===== config.mk =====
export PLATFORM = sky130hd
export DESIGN_NAME = pid_trapezoid_clamped_core
export DESIGN_NICKNAME = d
export VERILOG_FILES = /design/src/rtl/core/pidtc_pkg.sv /design/src/rtl/core/pid_trapezoid_clamped_core.sv /design/src/rtl/core/pidtc_mul.sv
export SDC_FILE = /design/constraint.sdc
export NUM_CORES = 2
export LEC_CHECK = 0
export BUFFER_PORTS_ARGS = -buffer_cell sky130_fd_sc_hd__clkbuf_2
export CAP_MARGIN = 30
export CORE_ASPECT_RATIO = 0.75
export CORE_UTILIZATION = 65
export CTS_CLUSTER_SIZE = 12
export DETAILED_ROUTE_END_ITERATION = 10
export GPL_TIMING_DRIVEN = 0
export PLACE_DENSITY = 0.82
export SLEW_MARGIN = 10
export SYNTH_ARGS = -nofsm -noshare
export SYNTH_HDL_FRONTEND = slang
export SYNTH_SLANG_ARGS = --single-unit

===== constraint.sdc =====
create_clock -name clk -period 11.9 [get_ports clk]
set_input_delay 0.595 -clock clk [delete_from_list [all_inputs] [get_ports clk]]
set_output_delay 0.595 -clock clk [all_outputs]
set_load 0.01 [all_outputs]

===== src/rtl/core/pidtc_pkg.sv =====
// Package for the clamped PID core: payload structs, register indexes,
// sequencer states and datapath widths. Depends on nothing.
package pidtc_pkg;

    localparam int ERR_W      = 13;
    localparam int PAIR_W     = 14;
    localparam int MUL_A_W    = 24;
    localparam int MUL_B_W    = 21;
    localparam int PROD_W     = MUL_A_W + MUL_B_W;
    localparam int SPLIT      = 20;
    localparam int ESUM_W     = 39;
    localparam int RAW_W      = 40;
    localparam int TMP_W      = 37;
    localparam int ACC_W      = 62;
    localparam int TOT_W      = 48;
    localparam int FRAC_W     = 16;
    localparam int CFG_IDX_W  = 3;
    localparam int CFG_DATA_W = 39;

    localparam logic [1:0] STATUS_IN_RANGE  = 2'd0;
    localparam logic [1:0] STATUS_SATURATED = 2'd1;
    localparam logic [1:0] STATUS_ZERO      = 2'd2;

    typedef struct packed {
        logic [11:0] target;
        logic [11:0] measured;
    } in_t;

    typedef struct packed {
        logic [27:0] effort;
        logic [1:0]  clamp_status;
    } out_t;

    typedef enum logic [CFG_IDX_W-1:0] {
        REG_GAIN_P         = 3'd0,
        REG_GAIN_I         = 3'd1,
        REG_GAIN_D         = 3'd2,
        REG_SAMPLE_PERIOD  = 3'd3,
        REG_SAMPLE_RATE    = 3'd4,
        REG_INTEGRAL_UPPER = 3'd5,
        REG_INTEGRAL_LOWER = 3'd6,
        REG_SATURATION     = 3'd7
    } cfg_reg_t;

    typedef enum logic [3:0] {
        ST_IDLE,
        ST_INC,
        ST_SUM,
        ST_CLAMP,
        ST_DLO,
        ST_DHI,
        ST_ILO,
        ST_IHI,
        ST_IACC,
        ST_ITOT,
        ST_OUT
    } state_t;

endpackage


===== src/rtl/core/pid_trapezoid_clamped_core.sv =====
// Top level of the clamped PID core: configuration registers, controller
// state, sequencer and output register. Depends on pidtc_pkg and pidtc_mul.
//
// Each transfer on the input channel steps through the states INC, SUM,
// CLAMP, DLO, DHI, ILO, IHI, IACC, ITOT and OUT until the result is loaded into
// the output register, and the next transfer is accepted only back in IDLE:
// one 24 x 21 bit signed multiplier is used once per step for the integral
// increment, the derivative (gain, then rate in two halves), the
// proportional term and the integral term (two halves), with one accumulator
// summing the partial products. in_stall is high while an item is in flight,
// and also while a finished result waits in the output register and the next
// one is ready to be loaded. Configuration writes are always taken
// (cfg_ready is high).
module pid_trapezoid_clamped_core (
    input  logic                                clk,
    input  logic                                rst_n,
    input  logic                                in_valid,
    output logic                                in_stall,
    input  pidtc_pkg::in_t                      in_data,
    output logic                                out_valid,
    input  logic                                out_stall,
    output pidtc_pkg::out_t                     out_data,
    input  logic                                cfg_valid,
    output logic                                cfg_ready,
    input  logic [pidtc_pkg::CFG_IDX_W-1:0]     cfg_index,
    input  logic [pidtc_pkg::CFG_DATA_W-1:0]    cfg_data
);

    logic [22:0]        gain_p_reg;
    logic [22:0]        gain_i_reg;
    logic [22:0]        gain_d_reg;
    logic [16:0]        sample_period_reg;
    logic [22:0]        sample_rate_reg;
    logic [37:0]        integral_upper_reg;
    logic signed [38:0] integral_lower_reg;
    logic [27:0]        saturation_reg;

    logic signed [pidtc_pkg::ERR_W-1:0]  last_error_reg;
    logic signed [pidtc_pkg::ESUM_W-1:0] error_sum_reg, error_sum_next;

    pidtc_pkg::state_t state_reg, state_next;

    logic signed [pidtc_pkg::ERR_W-1:0]  err_reg, err_next;
    logic signed [pidtc_pkg::PAIR_W-1:0] diff_reg, diff_next;
    logic signed [pidtc_pkg::PAIR_W-1:0] psum_reg, psum_next;
    logic signed [pidtc_pkg::RAW_W-1:0]  sum_reg, sum_next;
    logic signed [pidtc_pkg::TMP_W-1:0]  tmp_reg, tmp_next;
    logic signed [pidtc_pkg::ACC_W-1:0]  acc_reg, acc_next;
    logic signed [pidtc_pkg::TOT_W-1:0]  total_reg, total_next;

    pidtc_pkg::out_t out_reg, out_next;
    logic            out_valid_reg, out_valid_next;

    logic signed [pidtc_pkg::MUL_A_W-1:0] mul_a;
    logic signed [pidtc_pkg::MUL_B_W-1:0] mul_b;
    logic signed [pidtc_pkg::PROD_W-1:0]  prod;

    logic                                in_xfer;
    logic signed [pidtc_pkg::ERR_W-1:0]  new_err;
    logic signed [pidtc_pkg::ACC_W-1:0]  prod_ext;
    logic signed [pidtc_pkg::ACC_W-1:0]  prod_hi;
    logic signed [pidtc_pkg::TOT_W-1:0]  acc_scaled;
    logic signed [pidtc_pkg::RAW_W-1:0]  upper_ext;
    logic signed [pidtc_pkg::RAW_W-1:0]  lower_ext;
    logic signed [pidtc_pkg::TOT_W-1:0]  sat_ext;

    function automatic logic signed [pidtc_pkg::PAIR_W-1:0] PAIR_EXT(
        input logic signed [pidtc_pkg::ERR_W-1:0] v
    );
        return {v[pidtc_pkg::ERR_W-1], v};
    endfunction

    pidtc_mul u_mul (
        .clk  (clk),
        .a    (mul_a),
        .b    (mul_b),
        .prod (prod)
    );

    assign cfg_ready = 1'b1;
    assign in_stall  = (state_reg != pidtc_pkg::ST_IDLE);
    assign in_xfer   = in_valid && !in_stall;
    assign out_valid = out_valid_reg;
    assign out_data  = out_reg;

    assign new_err = $signed({1'b0, in_data.target}) - $signed({1'b0, in_data.measured});

    assign prod_ext   = {{(pidtc_pkg::ACC_W-pidtc_pkg::PROD_W){prod[pidtc_pkg::PROD_W-1]}}, prod};
    assign prod_hi    = {prod[pidtc_pkg::ACC_W-pidtc_pkg::SPLIT-1:0],
                         {pidtc_pkg::SPLIT{1'b0}}};
    assign acc_scaled = {{(pidtc_pkg::TOT_W-pidtc_pkg::ACC_W+pidtc_pkg::FRAC_W)
                          {acc_reg[pidtc_pkg::ACC_W-1]}},
                         acc_reg[pidtc_pkg::ACC_W-1:pidtc_pkg::FRAC_W]};
    assign upper_ext  = $signed({2'b00, integral_upper_reg});
    assign lower_ext  = {integral_lower_reg[38], integral_lower_reg};
    assign sat_ext    = $signed({20'd0, saturation_reg});

    always_ff @(posedge clk or negedge rst_n)
    begin
        if (!rst_n)
        begin
            gain_p_reg         <= '0;
            gain_i_reg         <= '0;
            gain_d_reg         <= '0;
            sample_period_reg  <= 17'd65536;
            sample_rate_reg    <= 23'd65536;
            integral_upper_reg <= 38'd216268800000;
            integral_lower_reg <= -39'sd216268800000;
            saturation_reg     <= 28'd216268800;
        end
        else if (cfg_valid && cfg_ready)
        begin
            unique case (pidtc_pkg::cfg_reg_t'(cfg_index))
                pidtc_pkg::REG_GAIN_P:         gain_p_reg         <= cfg_data[22:0];
                pidtc_pkg::REG_GAIN_I:         gain_i_reg         <= cfg_data[22:0];
                pidtc_pkg::REG_GAIN_D:         gain_d_reg         <= cfg_data[22:0];
                pidtc_pkg::REG_SAMPLE_PERIOD:  sample_period_reg  <= cfg_data[16:0];
                pidtc_pkg::REG_SAMPLE_RATE:    sample_rate_reg    <= cfg_data[22:0];
                pidtc_pkg::REG_INTEGRAL_UPPER: integral_upper_reg <= cfg_data[37:0];
                pidtc_pkg::REG_INTEGRAL_LOWER: integral_lower_reg <= cfg_data[38:0];
                pidtc_pkg::REG_SATURATION:     saturation_reg     <= cfg_data[27:0];
                default:                       saturation_reg     <= saturation_reg;
            endcase
        end
    end

    always_ff @(posedge clk or negedge rst_n)
    begin
        if (!rst_n)
        begin
            state_reg      <= pidtc_pkg::ST_IDLE;
            out_valid_reg  <= 1'b0;
            last_error_reg <= '0;
            error_sum_reg  <= '0;
        end
        else
        begin
            state_reg     <= state_next;
            out_valid_reg <= out_valid_next;
            error_sum_reg <= error_sum_next;
            if (in_xfer)
            begin
                last_error_reg <= new_err;
            end
        end
    end

    always_ff @(posedge clk)
    begin
        err_reg   <= err_next;
        diff_reg  <= diff_next;
        psum_reg  <= psum_next;
        sum_reg   <= sum_next;
        tmp_reg   <= tmp_next;
        acc_reg   <= acc_next;
        total_reg <= total_next;
        out_reg   <= out_next;
    end

    always_comb
    begin
        state_next     = state_reg;
        err_next       = err_reg;
        diff_next      = diff_reg;
        psum_next      = psum_reg;
        sum_next       = sum_reg;
        tmp_next       = tmp_reg;
        acc_next       = acc_reg;
        total_next     = total_reg;
        error_sum_next = error_sum_reg;
        out_next       = out_reg;
        out_valid_next = out_valid_reg;
        mul_a          = '0;
        mul_b          = '0;

        if (out_valid_reg && !out_stall)
        begin
            out_valid_next = 1'b0;
        end

        unique case (state_reg)
            pidtc_pkg::ST_IDLE:
            begin
                if (in_xfer)
                begin
                    err_next   = new_err;
                    diff_next  = PAIR_EXT(new_err) - PAIR_EXT(last_error_reg);
                    psum_next  = PAIR_EXT(new_err) + PAIR_EXT(last_error_reg);
                    state_next = pidtc_pkg::ST_INC;
                end
            end
            pidtc_pkg::ST_INC:
            begin
                mul_a      = $signed({7'd0, sample_period_reg});
                mul_b      = {{(pidtc_pkg::MUL_B_W-pidtc_pkg::PAIR_W){psum_reg[13]}}, psum_reg};
                state_next = pidtc_pkg::ST_SUM;
            end
            pidtc_pkg::ST_SUM:
            begin
                mul_a      = $signed({1'b0, gain_d_reg});
                mul_b      = {{(pidtc_pkg::MUL_B_W-pidtc_pkg::PAIR_W){diff_reg[13]}}, diff_reg};
                sum_next   = {error_sum_reg[pidtc_pkg::ESUM_W-1], error_sum_reg}
                             + prod[pidtc_pkg::RAW_W:1];
                state_next = pidtc_pkg::ST_CLAMP;
            end
            pidtc_pkg::ST_CLAMP:
            begin
                mul_a    = $signed({1'b0, gain_p_reg});
                mul_b    = {{(pidtc_pkg::MUL_B_W-pidtc_pkg::ERR_W){err_reg[12]}}, err_reg};
                tmp_next = prod[pidtc_pkg::TMP_W-1:0];
                priority if (sum_reg > upper_ext)
                begin
                    error_sum_next = upper_ext[pidtc_pkg::ESUM_W-1:0];
                end
                else if (sum_reg < lower_ext)
                begin
                    error_sum_next = integral_lower_reg;
                end
                else
                begin
                    error_sum_next = sum_reg[pidtc_pkg::ESUM_W-1:0];
                end
                state_next = pidtc_pkg::ST_DLO;
            end
            pidtc_pkg::ST_DLO:
            begin
                mul_a      = $signed({1'b0, sample_rate_reg});
                mul_b      = $signed({1'b0, tmp_reg[pidtc_pkg::SPLIT-1:0]});
                total_next = prod_ext[pidtc_pkg::TOT_W-1:0];
                state_next = pidtc_pkg::ST_DHI;
            end
            pidtc_pkg::ST_DHI:
            begin
                mul_a      = $signed({1'b0, sample_rate_reg});
                mul_b      = {{(pidtc_pkg::MUL_B_W-pidtc_pkg::TMP_W+pidtc_pkg::SPLIT)
                               {tmp_reg[pidtc_pkg::TMP_W-1]}},
                              tmp_reg[pidtc_pkg::TMP_W-1:pidtc_pkg::SPLIT]};
                acc_next   = prod_ext;
                state_next = pidtc_pkg::ST_ILO;
            end
            pidtc_pkg::ST_ILO:
            begin
                mul_a      = $signed({1'b0, gain_i_reg});
                mul_b      = $signed({1'b0, error_sum_reg[pidtc_pkg::SPLIT-1:0]});
                acc_next   = acc_reg + prod_hi;
                state_next = pidtc_pkg::ST_IHI;
            end
            pidtc_pkg::ST_IHI:
            begin
                mul_a      = $signed({1'b0, gain_i_reg});
                mul_b      = {{(pidtc_pkg::MUL_B_W-pidtc_pkg::ESUM_W+pidtc_pkg::SPLIT)
                               {error_sum_reg[pidtc_pkg::ESUM_W-1]}},
                              error_sum_reg[pidtc_pkg::ESUM_W-1:pidtc_pkg::SPLIT]};
                total_next = total_reg + acc_scaled;
                acc_next   = prod_ext;
                state_next = pidtc_pkg::ST_IACC;
            end
            pidtc_pkg::ST_IACC:
            begin
                acc_next   = acc_reg + prod_hi;
                state_next = pidtc_pkg::ST_ITOT;
            end
            pidtc_pkg::ST_ITOT:
            begin
                total_next = total_reg + acc_scaled;
                state_next = pidtc_pkg::ST_OUT;
            end
            pidtc_pkg::ST_OUT:
            begin
                if (!out_valid_reg || !out_stall)
                begin
                    priority if (total_reg >= sat_ext)
                    begin
                        out_next.effort       = saturation_reg;
                        out_next.clamp_status = pidtc_pkg::STATUS_SATURATED;
                    end
                    else if (total_reg < 0)
                    begin
                        out_next.effort       = '0;
                        out_next.clamp_status = pidtc_pkg::STATUS_ZERO;
                    end
                    else
                    begin
                        out_next.effort       = total_reg[27:0];
                        out_next.clamp_status = pidtc_pkg::STATUS_IN_RANGE;
                    end
                    out_valid_next = 1'b1;
                    state_next     = pidtc_pkg::ST_IDLE;
                end
            end
            default:
            begin
                state_next = pidtc_pkg::ST_IDLE;
            end
        endcase
    end

endmodule


===== src/rtl/core/pidtc_mul.sv =====
// Shared signed multiplier with a registered product.
// Depends on pidtc_pkg for operand and product widths.
module pidtc_mul (
    input  logic                                   clk,
    input  logic signed [pidtc_pkg::MUL_A_W-1:0]   a,
    input  logic signed [pidtc_pkg::MUL_B_W-1:0]   b,
    output logic signed [pidtc_pkg::PROD_W-1:0]    prod
);

    logic signed [pidtc_pkg::PROD_W-1:0] prod_reg;

    always_ff @(posedge clk)
    begin
        prod_reg <= a * b;
    end

    assign prod = prod_reg;

endmodule

==> metrics.md <==
| Metric | Value |
|---|---|
| Outcome | `finished, final reports clean` |
| Hold Buf Count CTS | `0` |
| Fillers | `~5600` |
| DP Wirelength | `between 100000 and 150000 um` |
| R2R Setup Slk | `slightly above 0.8 ns` |
| Remaining Overflow, GRT | `0` |
| Area Growth Syn to Fin | `7.60%` |
| Final hold vios | `0` |
| Max-cap violations | `0` |
| DRC Markers | `0` |
| Worst Skew | `between 0.05 and 0.06 ns` |
| Worst Path Required | `12.42 ns` |
| Syn Nets | `around 6000` |
| Cell at the slowest stage of the critical path | `o211ai_1` |
| Yosys top cell by area | `fa_1` |
| Global-route wire length before repair | `236000 um` |
| Total die area | `about 0.076 mm^2` |
| Number of buffers created by CTS | `54` |
| WP data arrival | `11.61 ns` |
| Ranking of synthesized cells by area | `fa_1, edfxtp_1, dfrtp_1` |
| Nets@finish | `6125` |
| Final Hold Slack | `around 0.027 ns` |
| Final min period | `between 10 and 15 ns` |
| Crit Path Category | `flop to flop` |
| Final worst-path cycle share | `about 93%` |
| Final Max Tran Viols | `0` |
| Die width | `318 um` |
| Skew-Pair Late Insertion Delay | `approximately 0.66 ns` |
| Vias in the first global route | `roughly 38000` |
| Synthesis warning total | `0` |
| Slew HR | `between 8 and 9%` |
| Quantity of I/O buffers inserted on ports | `100` |
| Core area | `0.0737 mm^2` |
| Die Y | `239 um` |
| Wire length per cell | `25.6 um` |
| Num rows | `86` |
| I/O Pins | `about 100` |
| Critical Path Source Type | `flop` |
| CP max FO | `10` |
| Top_reg_cell synth | `dfrtp_1` |
| Cell Area, Synth | `0.0486 mm^2` |
| # clock sinks | `557` |
| Measured slew at the worst slew-check pin | `roughly 1.4 ns` |
| Number of H-tree levels | `2` |
| Cells after synthesis | `between 5000 and 6000` |
| Post-synth EDFFs | `241` |
| Fraction of registers with async set/reset | `between 40% and 50%` |
| Final Cell Area | `around 0.052 mm^2` |
| Sequential area share after synthesis | `between 30% and 40%` |
| Initial antenna violation count | `7` |
| Post-synthesis cell type count | `82` |
| Post-route ant nets | `0` |
| Post_cts resized | `0` |
| DR vias | `roughly 40000` |
| Iter 0 DRT Violations | `5660` |
| Register area | `~0.015 mm^2` |
| Layout cells sized above 1 | `9.40%` |
| Util after Layout | `roughly 71%` |
| Worst path max stage delay | `0.80 ns` |
| Hold Crit Class | `input pin to async pin` |
| Root Buffer | `clkbuf_16` |
| RSZ-0062 raised after global routing | `no` |
| Initial Util | `about two thirds` |
| CTS tree | `built` |
| Post-CTS Setup Inserts | `0` |
| Clock slew at reported path FFs | `about 0.07 ns` |
| Clock Tree Buf Depth | `3` |
| Max reg flops | `48` |
| Footprint of the multi-input gates | `just over 0.03 mm^2` |
| Setup TNS Final | `0 ns` |
| Final Setup Violations | `0` |
| Yosys top cell area share | `roughly 17%` |
| Avg Vias per Cell | `roughly 6.4` |
| Routed WL | `between 150000 and 200000 um` |
| Synthesis-stage register bit count | `557` |
| Area after DPL | `between 0.05 and 0.06 mm^2` |
| GRT Overall Usage | `41.9%` |
| Pin count of the biggest net entering global routing | `106` |
| Final GP Congestion | `between 1 and 1.5` |
| Syn Area/Cell | `just under 10 um^2` |
| Highest clock rate | `90.2 MHz` |
| CP Capture Type | `flop` |
| Drt pass-1 iters | `8` |
area by class of cell:
| class | instances | area share, % |
|---|---|---|
| antenna | 6 | 0.0287 |
| buffer | 208 | 1.56 |
| clock buffer | 97 | 2.99 |
| clock inverter | 5 | 0.172 |
| inverter | 730 | 5.24 |
| multi-input combinational | 3527 | 57.7 |
| sequential | 557 | 28.6 |
| tap | 968 | 2.31 |
| timing repair buffer | 121 | 1.48 |
kinds of logic after synthesis:
family	Yosys count	share of synthesized area [%]
flip-flops	557	30.7
adder cells (fa/ha/maj)	855	28.2
buffers and inverters	938	7.30
multiplexers	279	6.31
other	1	0.00771
AO/OA/AOI/OAI	919	12.2
XOR/XNOR	176	3.17
AND/OR/NAND/NOR	1297	12.0
worst paths after layout:
path / from / end / depth (start not counted)
setup / recovery: state_reg[1] / u_mul.prod[43] / 34
hold / removal: rst_n / integral_upper_reg[35] / 1
setup reg to reg: state_reg[1] / u_mul.prod[43] / 34
hold reg to reg: sample_rate_reg[4] / sample_rate_reg[4] / 1
max in group asynchronous: rst_n / sample_rate_reg[16] / 3
min in group clk: cfg_data[33] / integral_upper_reg[33] / 2
metrics by stage:
stage,instances,setup WS (ns)
2_1_floorplan,5022,2.52
3_3_place_gp,6090,-0.926
3_5_place_dp,6106,1.23
4_1_cts,6208,1.15
5_1_grt,6213,0.529
6_report,6219,0.812
cells in the mapped netlist, drive strengths merged (68+ instances only):
cell	n
inv	729
ha	452
xor2	68
nand2	626
o21ai	211
xnor2	108
mux2	223
fa	403
edfxtp	241
clkbuf	172
a21oi	237
nand3	84
dfrtp	244
a21o	146
nor2	268
per-layer routing:
layer,up-vias,global-route usage (%),wire length (um)
li1,17273,-,-
met1,19482,60.0,62700
met2,2789,56.5,62400
met3,393,17.9,27500
met4,6,13.7,6110
met5,-,0,191
critical path: cells and delay by family, from the launching register on:
kind	cells	cell delay (ns)
and+or+nand+nor	6	1.11
buffers and inverters	14	3.12
DFF	1	0.34
adders and majority gates	8	3.99
AOI/OAI and AO/OA	6	2.37
layout by cell type, fill, tap and decap left out, types with 11 or more instances in the layout:
cell       synthesis  routed
inv_1            728     728
nand2_1          626     626
ha_1             452     452
fa_1             403     403
nor2_1           267     267
dfrtp_1          244     244
edfxtp_1         241     241
a21oi_1          237     237
mux2_2           223     223
clkbuf_1         172     208
o21ai_0          197     196
a21o_1           146     146
xnor2_1          108     108
clkbuf_2           0     100
nand3_1           84      84
xor2_1            68      68
nand4_1           63      63
mux2i_1           56      56
clkbuf_16          0      54
o211ai_1          48      48
nor3_1            46      45
dfxtp_1           45      45
a22oi_1           43      43
nor2b_1           42      42
nand2b_1          37      36
a22o_1            35      35
and2_1            33      33
and4_1            28      28
o21a_1            28      28
dfstp_2           27      27
buf_2             20      24
o21bai_1          24      24
a31oi_1           22      22
a211oi_1          22      22
and3_1            18      18
buf_1             15      14
o21ai_1           12      13
o31ai_1           11      11
nor4_1            11      11
Power is not shown: default switching activity piles up to over one toggle a cycle in this logic, so the estimate is an artifact.
